[src/rtl/core/assert_macros.svh]
// ----------------------------------------------------------------------------
// assert_macros.svh
// shared concurrent assertion macros, clocked on clk, disabled in reset
// ----------------------------------------------------------------------------
`ifndef ASSERT_MACROS_SVH
`define ASSERT_MACROS_SVH

// same-cycle implication
`define ASSERT_SAME(lbl, ante, cons) \
    lbl: assert property (@(posedge clk) disable iff (!rst_n) (ante) |-> (cons)) \
        else $error("assertion failed: same-cycle implication");

// next-cycle implication
`define ASSERT_NEXT(lbl, ante, cons) \
    lbl: assert property (@(posedge clk) disable iff (!rst_n) (ante) |=> (cons)) \
        else $error("assertion failed: next-cycle implication");

`endif

[src/rtl/core/icsp_pkg.sv]
// ----------------------------------------------------------------------------
// icsp_pkg
// types and constants of the two-wire programming command serializer
// ----------------------------------------------------------------------------
package icsp_pkg;

    localparam logic [2:0] KIND_TICK   = 3'd0;
    localparam logic [2:0] KIND_SIX    = 3'd1;
    localparam logic [2:0] KIND_REGOUT = 3'd2;
    localparam logic [2:0] KIND_KEY    = 3'd3;
    localparam logic [2:0] KIND_BIT    = 3'd4;
    localparam logic [2:0] KIND_IDLE   = 3'd0;

    localparam int COUNT_W = 6;
    localparam int WORD_W  = 16;

    localparam logic [COUNT_W-1:0] SIX_CLOCKS    = 6'd28;
    localparam logic [COUNT_W-1:0] REGOUT_CLOCKS = 6'd12;
    localparam logic [COUNT_W-1:0] KEY_CLOCKS    = 6'd32;
    localparam logic [COUNT_W-1:0] BIT_CLOCKS    = 6'd1;
    localparam logic [COUNT_W-1:0] READ_CLOCKS   = 6'd16;

    localparam logic [31:0] REGOUT_CTRL = 32'h0000_0001;

    typedef struct packed {
        logic [2:0]  kind;
        logic [31:0] payload;
        logic        data_pin_in;
    } cmd_t;

    typedef struct packed {
        logic              clock_active;
        logic              data_pin_out;
        logic              data_pin_drive;
        logic [WORD_W-1:0] read_word;
        logic              word_valid;
        logic              last_bit;
        logic              command_dropped;
    } res_t;

endpackage

[src/rtl/core/icsp_stream_if.sv]
// ----------------------------------------------------------------------------
// icsp_stream_if
// valid/ready channels for command beats and result beats
// ----------------------------------------------------------------------------
interface icsp_cmd_if;
    logic            valid;
    logic            ready;
    icsp_pkg::cmd_t  data;

    modport source (output valid, output data, input ready);
    modport sink   (input valid, input data, output ready);
endinterface

interface icsp_res_if;
    logic            valid;
    logic            ready;
    icsp_pkg::res_t  data;

    modport source (output valid, output data, input ready);
    modport sink   (input valid, input data, output ready);
endinterface

[src/rtl/core/icsp_command_serializer_unit.sv]
// ----------------------------------------------------------------------------
// icsp_command_serializer_unit
// two-wire programming master: takes commands and clock ticks, emits one
// result beat per tick or dropped command
// ----------------------------------------------------------------------------
// a result beat is registered: it enters the output register when that is
// empty or being taken, else the skid entry; throughput: one beat per cycle
// while the skid entry is empty, bounded by the single state update
// a two-entry output (register plus skid) keeps cmd.ready high while one
// result waits; reset clears all control state and both output entries
`include "assert_macros.svh"

module icsp_command_serializer_unit
(
    input  logic                clk,
    input  logic                rst_n,
    icsp_cmd_if.sink            cmd,
    icsp_res_if.source          res
);
    import icsp_pkg::*;

    logic [31:0]        shift_reg,     shift_next;
    logic [COUNT_W-1:0] bits_left_reg, bits_left_next;
    logic [2:0]         cmd_kind_reg,  cmd_kind_next;
    logic               read_phase_reg, read_phase_next;
    logic [WORD_W-1:0]  capture_reg,   capture_next;

    res_t               out_data_reg,  out_data_next;
    logic               out_valid_reg, out_valid_next;
    res_t               skid_data_reg, skid_data_next;
    logic               skid_valid_reg, skid_valid_next;

    res_t               beat;
    logic               has_beat;
    logic               in_fire;
    logic               out_fire;
    logic               push;
    logic [COUNT_W-1:0] count_dec;
    logic [WORD_W-1:0]  capture_shift;
    logic               busy;

    assign cmd.ready = !skid_valid_reg;
    assign in_fire   = cmd.valid && cmd.ready;
    assign out_fire  = out_valid_reg && res.ready;
    assign push      = in_fire && has_beat;
    assign res.valid = out_valid_reg;
    assign res.data  = out_data_reg;

    assign busy          = (cmd_kind_reg != KIND_IDLE);
    assign count_dec     = bits_left_reg - COUNT_W'(1);
    assign capture_shift = {cmd.data.data_pin_in, capture_reg[WORD_W-1:1]};

    always_comb
    begin
        shift_next      = shift_reg;
        bits_left_next  = bits_left_reg;
        cmd_kind_next   = cmd_kind_reg;
        read_phase_next = read_phase_reg;
        capture_next    = capture_reg;
        beat            = '0;
        has_beat        = 1'b0;

        case (cmd.data.kind)
            KIND_TICK:
            begin
                has_beat = 1'b1;
                if (!busy)
                begin
                    beat.data_pin_drive = 1'b1;
                end
                else if (read_phase_reg)
                begin
                    capture_next       = capture_shift;
                    bits_left_next     = count_dec;
                    beat.clock_active  = 1'b1;
                    if (count_dec == '0)
                    begin
                        beat.read_word  = capture_shift;
                        beat.word_valid = 1'b1;
                        beat.last_bit   = 1'b1;
                        cmd_kind_next   = KIND_IDLE;
                        read_phase_next = 1'b0;
                    end
                end
                else
                begin
                    beat.clock_active   = 1'b1;
                    beat.data_pin_drive = 1'b1;
                    bits_left_next      = count_dec;
                    if (cmd_kind_reg == KIND_KEY)
                    begin
                        beat.data_pin_out = shift_reg[31];
                        shift_next        = {shift_reg[30:0], 1'b0};
                    end
                    else
                    begin
                        beat.data_pin_out = shift_reg[0];
                        shift_next        = {1'b0, shift_reg[31:1]};
                    end
                    if (count_dec == '0)
                    begin
                        if (cmd_kind_reg == KIND_REGOUT)
                        begin
                            read_phase_next = 1'b1;
                            bits_left_next  = READ_CLOCKS;
                            capture_next    = '0;
                        end
                        else
                        begin
                            beat.last_bit = 1'b1;
                            cmd_kind_next = KIND_IDLE;
                        end
                    end
                end
            end
            KIND_SIX, KIND_REGOUT, KIND_KEY, KIND_BIT:
            begin
                if (busy)
                begin
                    has_beat             = 1'b1;
                    beat.command_dropped = 1'b1;
                end
                else
                begin
                    read_phase_next = 1'b0;
                    capture_next    = '0;
                    cmd_kind_next   = cmd.data.kind;
                    case (cmd.data.kind)
                        KIND_SIX:
                        begin
                            shift_next     = {4'b0, cmd.data.payload[23:0], 4'b0};
                            bits_left_next = SIX_CLOCKS;
                        end
                        KIND_REGOUT:
                        begin
                            shift_next     = REGOUT_CTRL;
                            bits_left_next = REGOUT_CLOCKS;
                        end
                        KIND_KEY:
                        begin
                            shift_next     = cmd.data.payload;
                            bits_left_next = KEY_CLOCKS;
                        end
                        default:
                        begin
                            shift_next     = {31'b0, cmd.data.payload[0]};
                            bits_left_next = BIT_CLOCKS;
                        end
                    endcase
                end
            end
            default:
            begin
                has_beat = 1'b0;
            end
        endcase
    end

    always_comb
    begin
        out_data_next   = out_data_reg;
        out_valid_next  = out_valid_reg;
        skid_data_next  = skid_data_reg;
        skid_valid_next = skid_valid_reg;
        if (!out_valid_reg || out_fire)
        begin
            if (skid_valid_reg)
            begin
                out_data_next   = skid_data_reg;
                out_valid_next  = 1'b1;
                skid_valid_next = 1'b0;
            end
            else
            begin
                out_data_next  = beat;
                out_valid_next = push;
            end
        end
        else if (push)
        begin
            skid_data_next  = beat;
            skid_valid_next = 1'b1;
        end
    end

    always_ff @(posedge clk or negedge rst_n)
    begin
        if (!rst_n)
        begin
            shift_reg      <= '0;
            bits_left_reg  <= '0;
            cmd_kind_reg   <= KIND_IDLE;
            read_phase_reg <= 1'b0;
            capture_reg    <= '0;
            out_valid_reg  <= 1'b0;
            skid_valid_reg <= 1'b0;
        end
        else
        begin
            if (in_fire)
            begin
                shift_reg      <= shift_next;
                bits_left_reg  <= bits_left_next;
                cmd_kind_reg   <= cmd_kind_next;
                read_phase_reg <= read_phase_next;
                capture_reg    <= capture_next;
            end
            out_valid_reg  <= out_valid_next;
            skid_valid_reg <= skid_valid_next;
        end
    end

    always_ff @(posedge clk)
    begin
        out_data_reg  <= out_data_next;
        skid_data_reg <= skid_data_next;
    end

    `ASSERT_SAME(a_skid_behind_out, skid_valid_reg, out_valid_reg)
    `ASSERT_SAME(a_idle_no_count, cmd_kind_reg == KIND_IDLE,
                 bits_left_reg == '0 && !read_phase_reg)
    `ASSERT_SAME(a_read_only_regout, read_phase_reg, cmd_kind_reg == KIND_REGOUT)
    `ASSERT_SAME(a_word_on_last, res.valid && res.data.word_valid,
                 res.data.last_bit && !res.data.data_pin_drive)
    `ASSERT_NEXT(a_skid_stalls_in, skid_valid_reg && !res.ready, !cmd.ready)

endmodule
[src/flat_wrapper.sv]
// flat-port wrapper written by rule: the top's interface ports become plain ports
module icsp_command_serializer_unit_flat import icsp_pkg::*;
  (clk, rst_n, cmd_valid, cmd_data, cmd_ready, res_valid, res_data, res_ready);
  icsp_cmd_if cmd_i ();
  icsp_res_if res_i ();
  input  logic clk;
  input  logic rst_n;
  input wire logic [$bits(cmd_i.valid)-1:0] cmd_valid;
  input wire logic [$bits(cmd_i.data)-1:0] cmd_data;
  output wire logic [$bits(cmd_i.ready)-1:0] cmd_ready;
  output wire logic [$bits(res_i.valid)-1:0] res_valid;
  output wire logic [$bits(res_i.data)-1:0] res_data;
  input wire logic [$bits(res_i.ready)-1:0] res_ready;
  assign cmd_i.valid = cmd_valid;
  assign cmd_i.data = cmd_data;
  assign cmd_ready = cmd_i.ready;
  assign res_valid = res_i.valid;
  assign res_data = res_i.data;
  assign res_i.ready = res_ready;
  icsp_command_serializer_unit u_core (.clk(clk), .rst_n(rst_n), .cmd(cmd_i), .res(res_i));
endmodule
[config.mk]
export PLATFORM = sky130hd
export DESIGN_NAME = icsp_command_serializer_unit_flat
export DESIGN_NICKNAME = d
export VERILOG_FILES = /design/src/rtl/core/icsp_pkg.sv /design/src/rtl/core/icsp_stream_if.sv /design/src/rtl/core/icsp_command_serializer_unit.sv /design/src/flat_wrapper.sv
export VERILOG_INCLUDE_DIRS = /design/src /design/src/rtl/core
export SDC_FILE = /design/constraint.sdc
export NUM_CORES = 1
export LEC_CHECK = 0
export BUFFER_PORTS_ARGS = -buffer_cell sky130_fd_sc_hd__buf_2
export CORE_MARGIN = 10
export CORE_UTILIZATION = 50
export DETAILED_ROUTE_END_ITERATION = 7
export GPL_TIMING_DRIVEN = 0
export PLACE_DENSITY_LB_ADDON = 0.3
export RECOVER_POWER = 100
export SLEW_MARGIN = 10
export SYNTH_ARGS = -nofsm -noshare
export SYNTH_HDL_FRONTEND = slang
export SYNTH_SLANG_ARGS = --single-unit
[constraint.sdc]
create_clock -name clk -period 5.65 [get_ports clk]
set_clock_uncertainty 0.05 [all_clocks]
set_input_delay 0.8475 -clock clk [delete_from_list [all_inputs] [get_ports clk]]
set_output_delay 0.8475 -clock clk [all_outputs]
set_load 0.01 [all_outputs]
* Word-level counts from Yosys, hierarchy flattened
Index checks and enable logic that the tools add are counted.
Word-level totals: word-level logic and storage cells 104, bits in registers 104
Cells by class: reductions and logical operators 17, mux-type cells 51, $add $sub $neg 1, bitwise operators 1, eq/ne operators 13
Operator list (count):
- two-way mux 32 bit | 4
- case mux 32 bit (3 select lines) | 1
- two-way mux 16 bit | 5
- case mux 32 bit (2 select lines) | 1
- two-way mux 18 bit | 2
- case mux 16 bit (2 select lines) | 1
- two-way mux 6 bit | 5
- two-way mux 22 bit | 1
- two-way mux 21 bit | 1
- two-way mux 3 bit | 6
- case mux 6 bit (3 select lines) | 1
- two-way mux 17 bit | 1
- two-way mux 1 bit | 16
- == test 3 x 2 -> 1 bit, second input constant | 4
- case mux 6 bit (2 select lines) | 1
- AND reduction 6 bit | 2
- zero test 6 bit | 1
- inequality test 3 x 1 -> 1 bit, second input constant | 2
- case mux 3 bit (2 select lines) | 1
- subtractor 6 x 1 -> 6 bit, second input constant | 1
- AND reduction 5 bit | 1
- two-way mux 2 bit | 2
- inequality test 2 x 1 -> 1 bit, second input constant | 2
- inequality test 2 bit, second input constant | 2
- 14 further kinds | 19

* Longest topological paths before layout
Gate-level depths: netlist of the first run.
word-level depth 7, mapped depth 11, gate-level depth less buffers 7

* Least setup slack after synthesis of the first run
Ideal clock, no wire load.
path type input to register, from in cmd_data[33], to reg u_core.skid_data_reg[0] (netlist bit), enable pin, stages on the path 6, arrival time 3154 ps, path slack 2017 ps, setup time 429 ps, cell sequence buf_2 -> or2_1 -> buf_2 -> a21oi_1 -> a21oi_1 -> nor3_1
On the way: longest elaborated chain between the ends 5, elaborated cells on any way between the ends 9, classes of those cells eq/ne (4); mux (1); reduce/logical (4)
Ends and longest elaborated chain:
- start: declaration | line flat_wrapper.sv:9 | input wire logic [$bits(cmd_i.data)-1:0] cmd_data;
- == test 3 bit (tied with other cells) | line icsp_command_serializer_unit.sv:63 | case (cmd.data.kind)
- OR reduction 4 bit | line icsp_command_serializer_unit.sv:63
- case mux 1 bit (2 select lines) (*) | line icsp_command_serializer_unit.sv:63
- logical AND 1 bit (*) | line icsp_command_serializer_unit.sv:45 | assign push = in_fire && has_beat;
- AND reduction 2 bit (no source line) (*)
- end signal: assignment | line icsp_command_serializer_unit.sv:216 | skid_data_reg <= skid_data_next;
- end: declaration | line icsp_command_serializer_unit.sv:30 | res_t skid_data_reg, skid_data_next;
Every way passes the cells marked *; elsewhere a longest branch is shown, timed or not. A chain may end at the register's enable or synchronous reset.

* Worst setup path in the final report of the first run
from in res_ready, to reg u_core.skid_data_reg[15] (netlist bit), enable pin
On the way: longest elaborated chain between the ends 4
Ends and longest elaborated chain:
- start: declaration | line flat_wrapper.sv:13 | input wire logic [$bits(res_i.ready)-1:0] res_ready;
- logical AND 1 bit | line icsp_command_serializer_unit.sv:44 | assign out_fire = out_valid_reg && res.ready;
- logical OR 1 bit | line icsp_command_serializer_unit.sv:165 | if (!out_valid_reg || out_fire)
- inverter 1 bit (no source line)
- AND reduction 2 bit (no source line)
No other way between the ends.

==> flow_summary.ini, run 1 <==
[sta]
worst-slew-pin-transition_ns = 3.204
maxSlewHeadroom_pct = -113.6
timing.final.crit_share_pct = 63.83
timing.final.setup_violations = 0
drv_slew = 60
setup-tns-final_ns = 0
finalWorstSetupSlack_ns = 2.044
grt_setup_unrepaired = no
report.final.hold_viol_count = 0
fin_crit_ns = 3.606
max_freq_mhz = 277.3

[drt]
drtPass1Iterations = 4
drc_errors = 0
drt_iter0_markers = 246
routed_via_count_divided_by_cell_count = 5.675
final_ant_viol_nets = 0
routedWlPerCell_um = 17.27
total_routed_wirelength_mm = 11.54
num_vias = 3791

[global_route]
grt.busiest_layer = met2
grt_first_pass_wirelength_mm = 19.17
antenna_found_initial = 0
largest_net_degree_at_the_start_of_global_routing = 60
grt_util_met3_pct = 4.070
global_route.usage.total_pct = 15.81
vias_in_the_first_global_route = 3866
global_route.usage.met1_pct = 21.10
met2_track_usage_gr_pct = 24.50
grt_overflow_total = 0

[logic_synthesis]
synth_fa_ha_area_share_pct = 0.4805
synth_compound_gate_area_share_pct = 14.90
share_of_synthesized_area_spent_on_multiplexers_pct = 14.90
ys.flop_type = dfrtp_1
synthMostInstantiatedCell = dfrtp_1
synth_top_cells_by_count = dfrtp_1, mux2i_1, nand2_1
yosysSeqAreaShare_pct = 53.72
synth_nets = 495
synth_top_family_by_area = compound AO/OA/AOI/OAI gates
synth.top_cells.by_area = dfrtp_1, edfxtp_1, mux2i_1
synthDistinctLibCells = 51
yosys.area_share.xor_xnor_pct = 0.6728
post_synth_inst_count = 453
yosysTopAreaCellShare_pct = 28.35
synth-async-reset-ratio_pct = 57.28
synth-edff-count = 44
synth_seq_cells = 103
avgSynthCellArea_um2 = 11.50
synth_area_leader_cell = dfrtp_1
synth_warnings = 0
netlist_area_um2 = 5207
post_synth_and_or_nand_nor_area_fraction_pct = 11.03

[worst_setup_path]
cp-start-kind = primary input
cpMaxStageDelayCell = nor3_1
worst_ep_required_time_ns = 5.61
worstPathArrival_ns = 3.57
crit_type = in -> reg
endpoint_kind = flop
critical_path.cell_chain = buf_2, nand2b_1, nor3_1, clkbuf_1
largest_fanout_on_the_critical_path = 25
critical-path-max-stage-delay_ns = 1.32

[clock_tree]
clk_root_buffer_cell = clkbuf_8
cts_tree = built
cts_inserted_buffers = 9
clk_pin_slew_ns = 0.11
htreeDepth = 3
cts.sinks = 103
number_of_hold_buffers_added_after_cts = 0
clock_insertion_delay_worst_skew_ns = 0.37
cts_repair_resize_count = 0
postCtsSetupBuffers = 0
ctsLongestPathBuffers = 2

[placed_design]
port_buffers = 62
preCtsSetupSlack_ns = 2.337
placedCellCount = 652
routability_cong = 0.8880
dpl.hpwl_mm = 8.419

[pwr]
max-vdd-ir-drop_mv = 0.1983
power.density_cell_area_nw_per_um2 = 375.6
p_leak_uw = 0.002602

[final_layout]
largest_reg_flops = 32
layout-drive-gt1-share_pct = 15.41
number_of_nets_in_the_final_layout = 569
post_layout_nonfiller_instances = 668
area_growth_pct = 11.29
diodes = 0
fillCellCount = 908

[floorplanning]
design.portCount = 64
die_h_um = 122.1
core_area_um2 = 10230
fp-row-count = 37
die_area_um2 = 14900
die_width_um = 122.1
start_util_pct = 50.90

[hold_path]
hold_class = reg -> reg

[outcome]
outcome = finished with violations
violations = capacitance limit, slew limit

[run]
timing.max_cap.violations = 1
cells in the final DEF, fill, tap and decap left out, types with 4 or more instances in the layout:
master,count
nand2b_1,5
o21ai_0,38
o21ai_1,4
nor2_1,18
clkbuf_8,9
nor4_1,4
dfrtp_1,59
mux2_2,20
nand3_1,5
clkbuf_1,51
buf_2,42
a21oi_1,14
a22o_1,15
nor3_1,7
and2_0,17
mux2i_1,55
edfxtp_1,44
inv_1,6
o22a_1,24
nand2_1,47
layout make-up:
| class | count | area (µm²) | area share (%) |
|---|---|---|---|
| Tap cell | 136 | 170.2 | 2.936 |
| Multi-Input combinational cell | 308 | 2151 | 37.11 |
| Sequential cell | 103 | 2798 | 48.27 |
| Inverter | 7 | 26.28 | 0.4534 |
| Timing Repair Buffer | 63 | 281.5 | 4.858 |
| Buffer | 35 | 161.4 | 2.785 |
| Clock buffer | 9 | 123.9 | 2.137 |
| Clock inverter | 7 | 83.83 | 1.446 |
critical path, delay by kind of cell:
family	cells	cell delay (ns)
buffers and inverters	2	0.73
and+or+nand+nor	2	1.98
layer usage:
layer  vias to the layer above  wire length, µm
met1                      1844             5386
met5                         -                0
met3                        10              829
met2                       123             5164
li1                       1814                -
met4                         0              155
per-stage QoR:
stage	area (µm²)	total power, µW	hold slack (ns)	utilization, %
after floorplan	5207	1564	0.4143	-
after global placement	5688	1740	0.4418	55.60
after detailed placement	5703	1766	0.4541	55.74
after CTS	5911	2227	0.4782	57.77
after global routing	5796	2323	0.4979	56.65
final	5796	2177	0.4779	56.65
final timing paths:
path	cells past startpoint	start	slack (ns)	end
setup / recovery	4	res_ready	2.04	u_core.skid_data_reg[15]
hold / removal	1	u_core.capture_reg[1]	0.48	u_core.capture_reg[1]
setup reg to reg	3	u_core.res.valid	2.32	u_core.skid_data_reg[15]
hold reg to reg	1	u_core.capture_reg[1]	0.48	u_core.capture_reg[1]
max in group asynchronous	1	rst_n	2.27	u_core.res.valid
min in group asynchronous	1	rst_n	1.47	u_core.shift_reg[5]
where the power goes:
part	leakage (µW)	switching [µW]	internal, µW	total, µW
sequential	0.00124	133	966	1100
clock	0.000105	287	178	466
combinational	0.00126	352	261	612
total	0.00260	772	1410	2180
logic make-up (layout without fill, tap and decap cells):
family | after synthesis | in the layout
adder cells (fa/ha/maj) | 2 | 2
AND/OR/NAND/NOR | 116 | 116
flip-flops | 103 | 103
multiplexers | 75 | 75
buffers and inverters | 42 | 121
XOR/XNOR | 4 | 4
AO/OA/AOI/OAI | 111 | 111
(Power assumes the default switching activity.)
==> inputs of run 2 (changes only) <==
- ABC_AREA: unset -> 1
- clock period: 5.65 -> 3.75 ns (I/O delays scaled with it)
==> flow_summary.ini, run 2 <==
[clock_tree]
clock_insertion_delay_worst_skew_ns = 0.37
cts.sinks = 103
clk_pin_slew_ns = 0.11
htreeDepth = 3
cts_inserted_buffers = 9
cts_repair_resize_count = 0
clk_root_buffer_cell = clkbuf_8
cts_tree = built
ctsLongestPathBuffers = 2
number_of_hold_buffers_added_after_cts = 0
postCtsSetupBuffers = 0

[global_route]
grt_first_pass_wirelength_mm = 21.07
vias_in_the_first_global_route = 4382
antenna_found_initial = 0
global_route.usage.total_pct = 16.99
grt_overflow_total = 0
largest_net_degree_at_the_start_of_global_routing = 60

[drt]
met2RoutedLength_mm = 5.856
num_vias = 4620
final_ant_viol_nets = 0
route.top_layer_used = met4
drtPass1Iterations = 5
routedWlPerCell_um = 15.15
total_routed_wirelength_mm = 12.78
drt_iter0_markers = 359
routedLengthMet1_mm = 5.863
met3RoutedLength_um = 910
routed_via_count_divided_by_cell_count = 5.474
drc_errors = 0

[sta]
finalWorstSetupSlack_ns = 1.002
max_freq_mhz = 363.9
worst-slew-pin-transition_ns = 1.512
drv_slew = 60
report.final.hold_viol_count = 0
fin_crit_ns = 2.748
maxSlewHeadroom_pct = -0.7958
timing.final.setup_violations = 0
timing.final.crit_share_pct = 73.29
grt_setup_unrepaired = no
setup-tns-final_ns = 0

[hold_path]
hold_class = reg -> reg
hold-path-cell-count = 2

[logic_synthesis]
avgSynthCellArea_um2 = 8.471
synthMostInstantiatedCell = nand2_1
synth_area_leader_cell = dfrtp_1
yosysSeqAreaShare_pct = 52.59
synth-edff-count = 44
synth_top_cells_by_count = nand2_1, o21ai_0, inv_1
netlist_area_um2 = 5320
synth-async-reset-ratio_pct = 57.28
ys.flop_type = dfrtp_1
synth_nets = 670
synth_seq_cells = 103
post_synth_inst_count = 628
synthDistinctLibCells = 32
synth_warnings = 0
yosysTopAreaCellShare_pct = 27.75
synth.top_cells.by_area = dfrtp_1, edfxtp_1, nand2_1

[outcome]
outcome = finished with violations
violations = capacitance limit, slew limit

[final_layout]
layout-drive-gt1-share_pct = 10.73
largest_reg_flops = 32
area_growth_pct = 11.52
layout.cell_area.non_filler_um2 = 5933
fillCellCount = 951
layout_common_cells = nand2_1, o21ai_0, inv_1
diodes = 0
most_common_cell_after_layout_fill_and_taps_aside = nand2_1
post_layout_nonfiller_instances = 844
finish.utilization_pct = 57.47
number_of_nets_in_the_final_layout = 745

[worst_setup_path]
cp-start-kind = flop
worstRegToRegCells = 11
endpoint_kind = flop
worst_ep_required_time_ns = 3.93
largest_fanout_on_the_critical_path = 10
crit_type = reg -> reg
worstPathArrival_ns = 2.93

[placed_design]
preCtsSetupSlack_ns = 1.377
dpl.hpwl_mm = 9.549
port_buffers = 63
placedCellCount = 828
routability_cong = 0.8745
placed_area_um2 = 5826

[run]
timing.max_cap.violations = 1

[pwr]
max-vdd-ir-drop_mv = 0.2175
p_leak_uw = 0.002572
power.density_cell_area_nw_per_um2 = 523.4

[floorplanning]
core_area_um2 = 10320
die_h_um = 123.2
die_width_um = 123.2
design.portCount = 64
fp-row-count = 37
start_util_pct = 51.53
die_area_um2 = 15170
## run 2: changes by cell type in the layout (fill, tap and decap cells not counted), moves of 17 or more
| cell | previous run | this run |
|---|---|---|
| o21ai_0 | 38 | 90 |
| o22a_1 | 24 | 0 |
| a22oi_1 | 1 | 25 |
| and2_0 | 17 | 0 |
| mux2_2 | 20 | 0 |
| nor2_1 | 18 | 40 |
| nand2_1 | 47 | 140 |
| mux2i_1 | 55 | 0 |
| inv_1 | 6 | 73 |
| nor3_1 | 7 | 37 |
| nand4_1 | 0 | 35 |
## run 2: final timing paths
| kind | startpoint | to | slack [ns] |
|---|---|---|---|
| worst max-delay path | u_core.bits_left_reg[0] | u_core.skid_data_reg[10] | 1.00 |
| worst min-delay path | u_core.capture_reg[3] | u_core.capture_reg[3] | 0.46 |
| worst max register to register | u_core.bits_left_reg[0] | u_core.skid_data_reg[10] | 1.00 |
| worst min register to register | u_core.capture_reg[3] | u_core.capture_reg[3] | 0.46 |
| max in group asynchronous | rst_n | u_core.bits_left_reg[3] | 2.25 |
| min in group asynchronous | rst_n | u_core.shift_reg[14] | 0.49 |
## run 2: metal layers
| metal | track usage (%) | vias up |
|---|---|---|
| li1 | - | 2277 |
| met1 | 23.23 | 2166 |
| met2 | 26.66 | 162 |
| met3 | 3.646 | 15 |
| met4 | 4.876 | 0 |
| met5 | 0 | - |
## run 2: critical path: stages (launching register included)
cell	delay (ns)
dfrtp_1	0.43
inv_1	0.15
ha_1	0.22
inv_1	0.05
nand2_1	0.07
nand3_1	0.09
nor2_1	0.12
nand3_1	0.24
nor2_1	0.50
nand2_1	0.33
buf_6	0.24
nor2_1	0.11
## run 2: cells by family after synthesis
| group | synth area share (%) |
|---|---|
| adder cells (fa/ha/maj) | 0.4703 |
| AND/OR/NAND/NOR | 23.19 |
| flip-flops | 52.59 |
| AO/OA/AOI/OAI | 14.86 |
| buffers and inverters | 8.890 |
## run 2: layout make-up
class / instances / area (µm²) / share of cell area, %
Sequential cell: 103 / 2798 / 47.15
Multi-Input combinational cell: 411 / 1988 / 33.51
Timing Repair Buffer: 64 / 299.0 / 5.040
Inverter: 77 / 289.0 / 4.871
Buffer: 37 / 175.2 / 2.952
Tap cell: 136 / 170.2 / 2.868
Clock buffer: 9 / 123.9 / 2.088
Clock inverter: 7 / 90.09 / 1.518
## run 2: per-stage QoR
step | power (µW) | hold WS [ns]
after detailed placement | 2429 | 0.4447
after global placement | 2395 | 0.4314
final | 3105 | 0.4644
after floorplan | 2151 | 0.2169
after global routing | 3317 | 0.4865
after CTS | 3154 | 0.2364
## run 2: power by group
part	switching [µW]	internal (µW)
logic	564	257
clock network	417	324
registers	110	1430
==> inputs of run 3 (changes only) <==
- clock period: 3.75 -> 2.8 ns (I/O delays scaled with it)
==> flow_summary.ini, run 3 (synthesis gave the netlist of run 2 again) <==
[global_route]
largest_net_degree_at_the_start_of_global_routing = 60
vias_in_the_first_global_route = 4382
grt_overflow_total = 0
antenna_found_initial = 0
grt_first_pass_wirelength_mm = 21.07
global_route.usage.total_pct = 16.99

[final_layout]
layout.cell_area.non_filler_um2 = 5939
diodes = 0
fillCellCount = 948
area_growth_pct = 11.64
layout-drive-gt1-share_pct = 11.30
layout_common_cells = nand2_1, o21ai_0, inv_1
most_common_cell_after_layout_fill_and_taps_aside = nand2_1
post_layout_nonfiller_instances = 844
largest_reg_flops = 32
number_of_nets_in_the_final_layout = 745

[drt]
routedWlPerCell_um = 15.16
total_routed_wirelength_mm = 12.79
drt_iter0_markers = 358
num_vias = 4641
drtPass1Iterations = 5
routed_via_count_divided_by_cell_count = 5.499
final_ant_viol_nets = 0
drc_errors = 0

[sta]
fin_crit_ns = 2.377
worst-slew-pin-transition_ns = 1.502
grt_setup_unrepaired = no
report.final.hold_viol_count = 0
maxSlewHeadroom_pct = -0.1229
timing.final.crit_share_pct = 84.89
drv_slew = 41
finalWorstSetupSlack_ns = 0.4230
timing.final.setup_violations = 0
max_freq_mhz = 420.7
setup-tns-final_ns = 0

[clock_tree]
clk_pin_slew_ns = 0.11
cts.sinks = 103
postCtsSetupBuffers = 0
number_of_hold_buffers_added_after_cts = 0
cts_inserted_buffers = 9
ctsLongestPathBuffers = 2
cts_tree = built
cts_repair_resize_count = 0
htreeDepth = 3
clock_insertion_delay_worst_skew_ns = 0.37
clk_root_buffer_cell = clkbuf_8

[pwr]
report.power.total_uw = 4163
power.density_cell_area_nw_per_um2 = 700.9
p_leak_uw = 0.002586
max-vdd-ir-drop_mv = 0.2914

[placed_design]
placed_area_um2 = 5826
routability_cong = 0.8745
preCtsSetupSlack_ns = 0.5698
port_buffers = 63
placedCellCount = 828
dpl.hpwl_mm = 9.549

[worst_setup_path]
critical-path-max-stage-delay_ns = 0.43
worstPathArrival_ns = 2.59
critical_path.cell_chain = inv_1, ha_1, inv_1, nand2_1, nand3_1, nor2_1, nand3_1, nand3_1, nand3_4, buf_6, nand2_1, nand2_1
worst_ep_required_time_ns = 3.01
worst-r2r-setup-slack_ns = 0.42
cpMaxStageDelayCell = dfrtp_1
cp-start-kind = flop
largest_fanout_on_the_critical_path = 10
worstRegToRegCells = 12
crit_type = reg -> reg
endpoint_kind = flop

[floorplanning]
die_area_um2 = 15170
die_h_um = 123.2
start_util_pct = 51.53
die_width_um = 123.2
core_area_um2 = 10320
design.portCount = 64
fp-row-count = 37

[run]
timing.max_cap.violations = 1

[hold_path]
hold-path-cell-count = 3
hold_class = in -> reg

[outcome]
outcome = finished with violations
violations = capacitance limit, slew limit
[run 3: metal layers]
layer,GRT usage [%],part of all wire [%],wire [µm]
met1,23.23,45,5792
met2,26.66,46,5864
met3,3.646,7.7,981
met4,4.876,1.2,153
met5,0,0,0
[run 3: power by group]
group	switching, µW	leakage [µW]	internal [µW]	total, µW
Combinational	757	0.00125	344	1100
Sequential	148	0.00123	1920	2070
Clock	560	0.000101	433	994
Total	1460	0.00259	2700	4160
[run 3: critical path: cells and delay by family, from the launching register on]
kind,cells,cell delay (ns)
buf+inv,3,0.40
fa+ha+maj,1,0.22
simple gates,8,1.17
flops,1,0.43
[run 3: stage by stage]
stage / hold WS [ns] / utilization, %
floorplan: 0.07441 / -
global placement: 0.4314 / 56.24
detailed placement: 0.4447 / 56.43
CTS: 0.09391 / 58.50
global route: 0.3504 / 57.53
finish: 0.3270 / 57.53
[run 3: final timing paths]
check,from,end
worst max-delay path,u_core.bits_left_reg[0],u_core.capture_reg[6]
worst min-delay path,cmd_data[0],u_core.res.data[18]
worst max register to register,u_core.bits_left_reg[0],u_core.capture_reg[6]
worst min register to register,u_core.capture_reg[3],u_core.capture_reg[3]
max in group asynchronous,rst_n,u_core.bits_left_reg[3]
min in group asynchronous,rst_n,u_core.shift_reg[14]
[run 3: cell type report]
| type | count | area (µm²) | share of cell area, % |
|---|---|---|---|
| plain buffers | 37 | 178.9 | 3.012 |
| clock buffers | 9 | 123.9 | 2.086 |
| clock inverters | 7 | 90.09 | 1.517 |
| inverters | 77 | 289.0 | 4.866 |
| multi-input cells | 411 | 1999 | 33.66 |
| flip-flops and latches | 103 | 2798 | 47.10 |
| well taps | 136 | 170.2 | 2.865 |
| repair buffers | 64 | 290.3 | 4.887 |
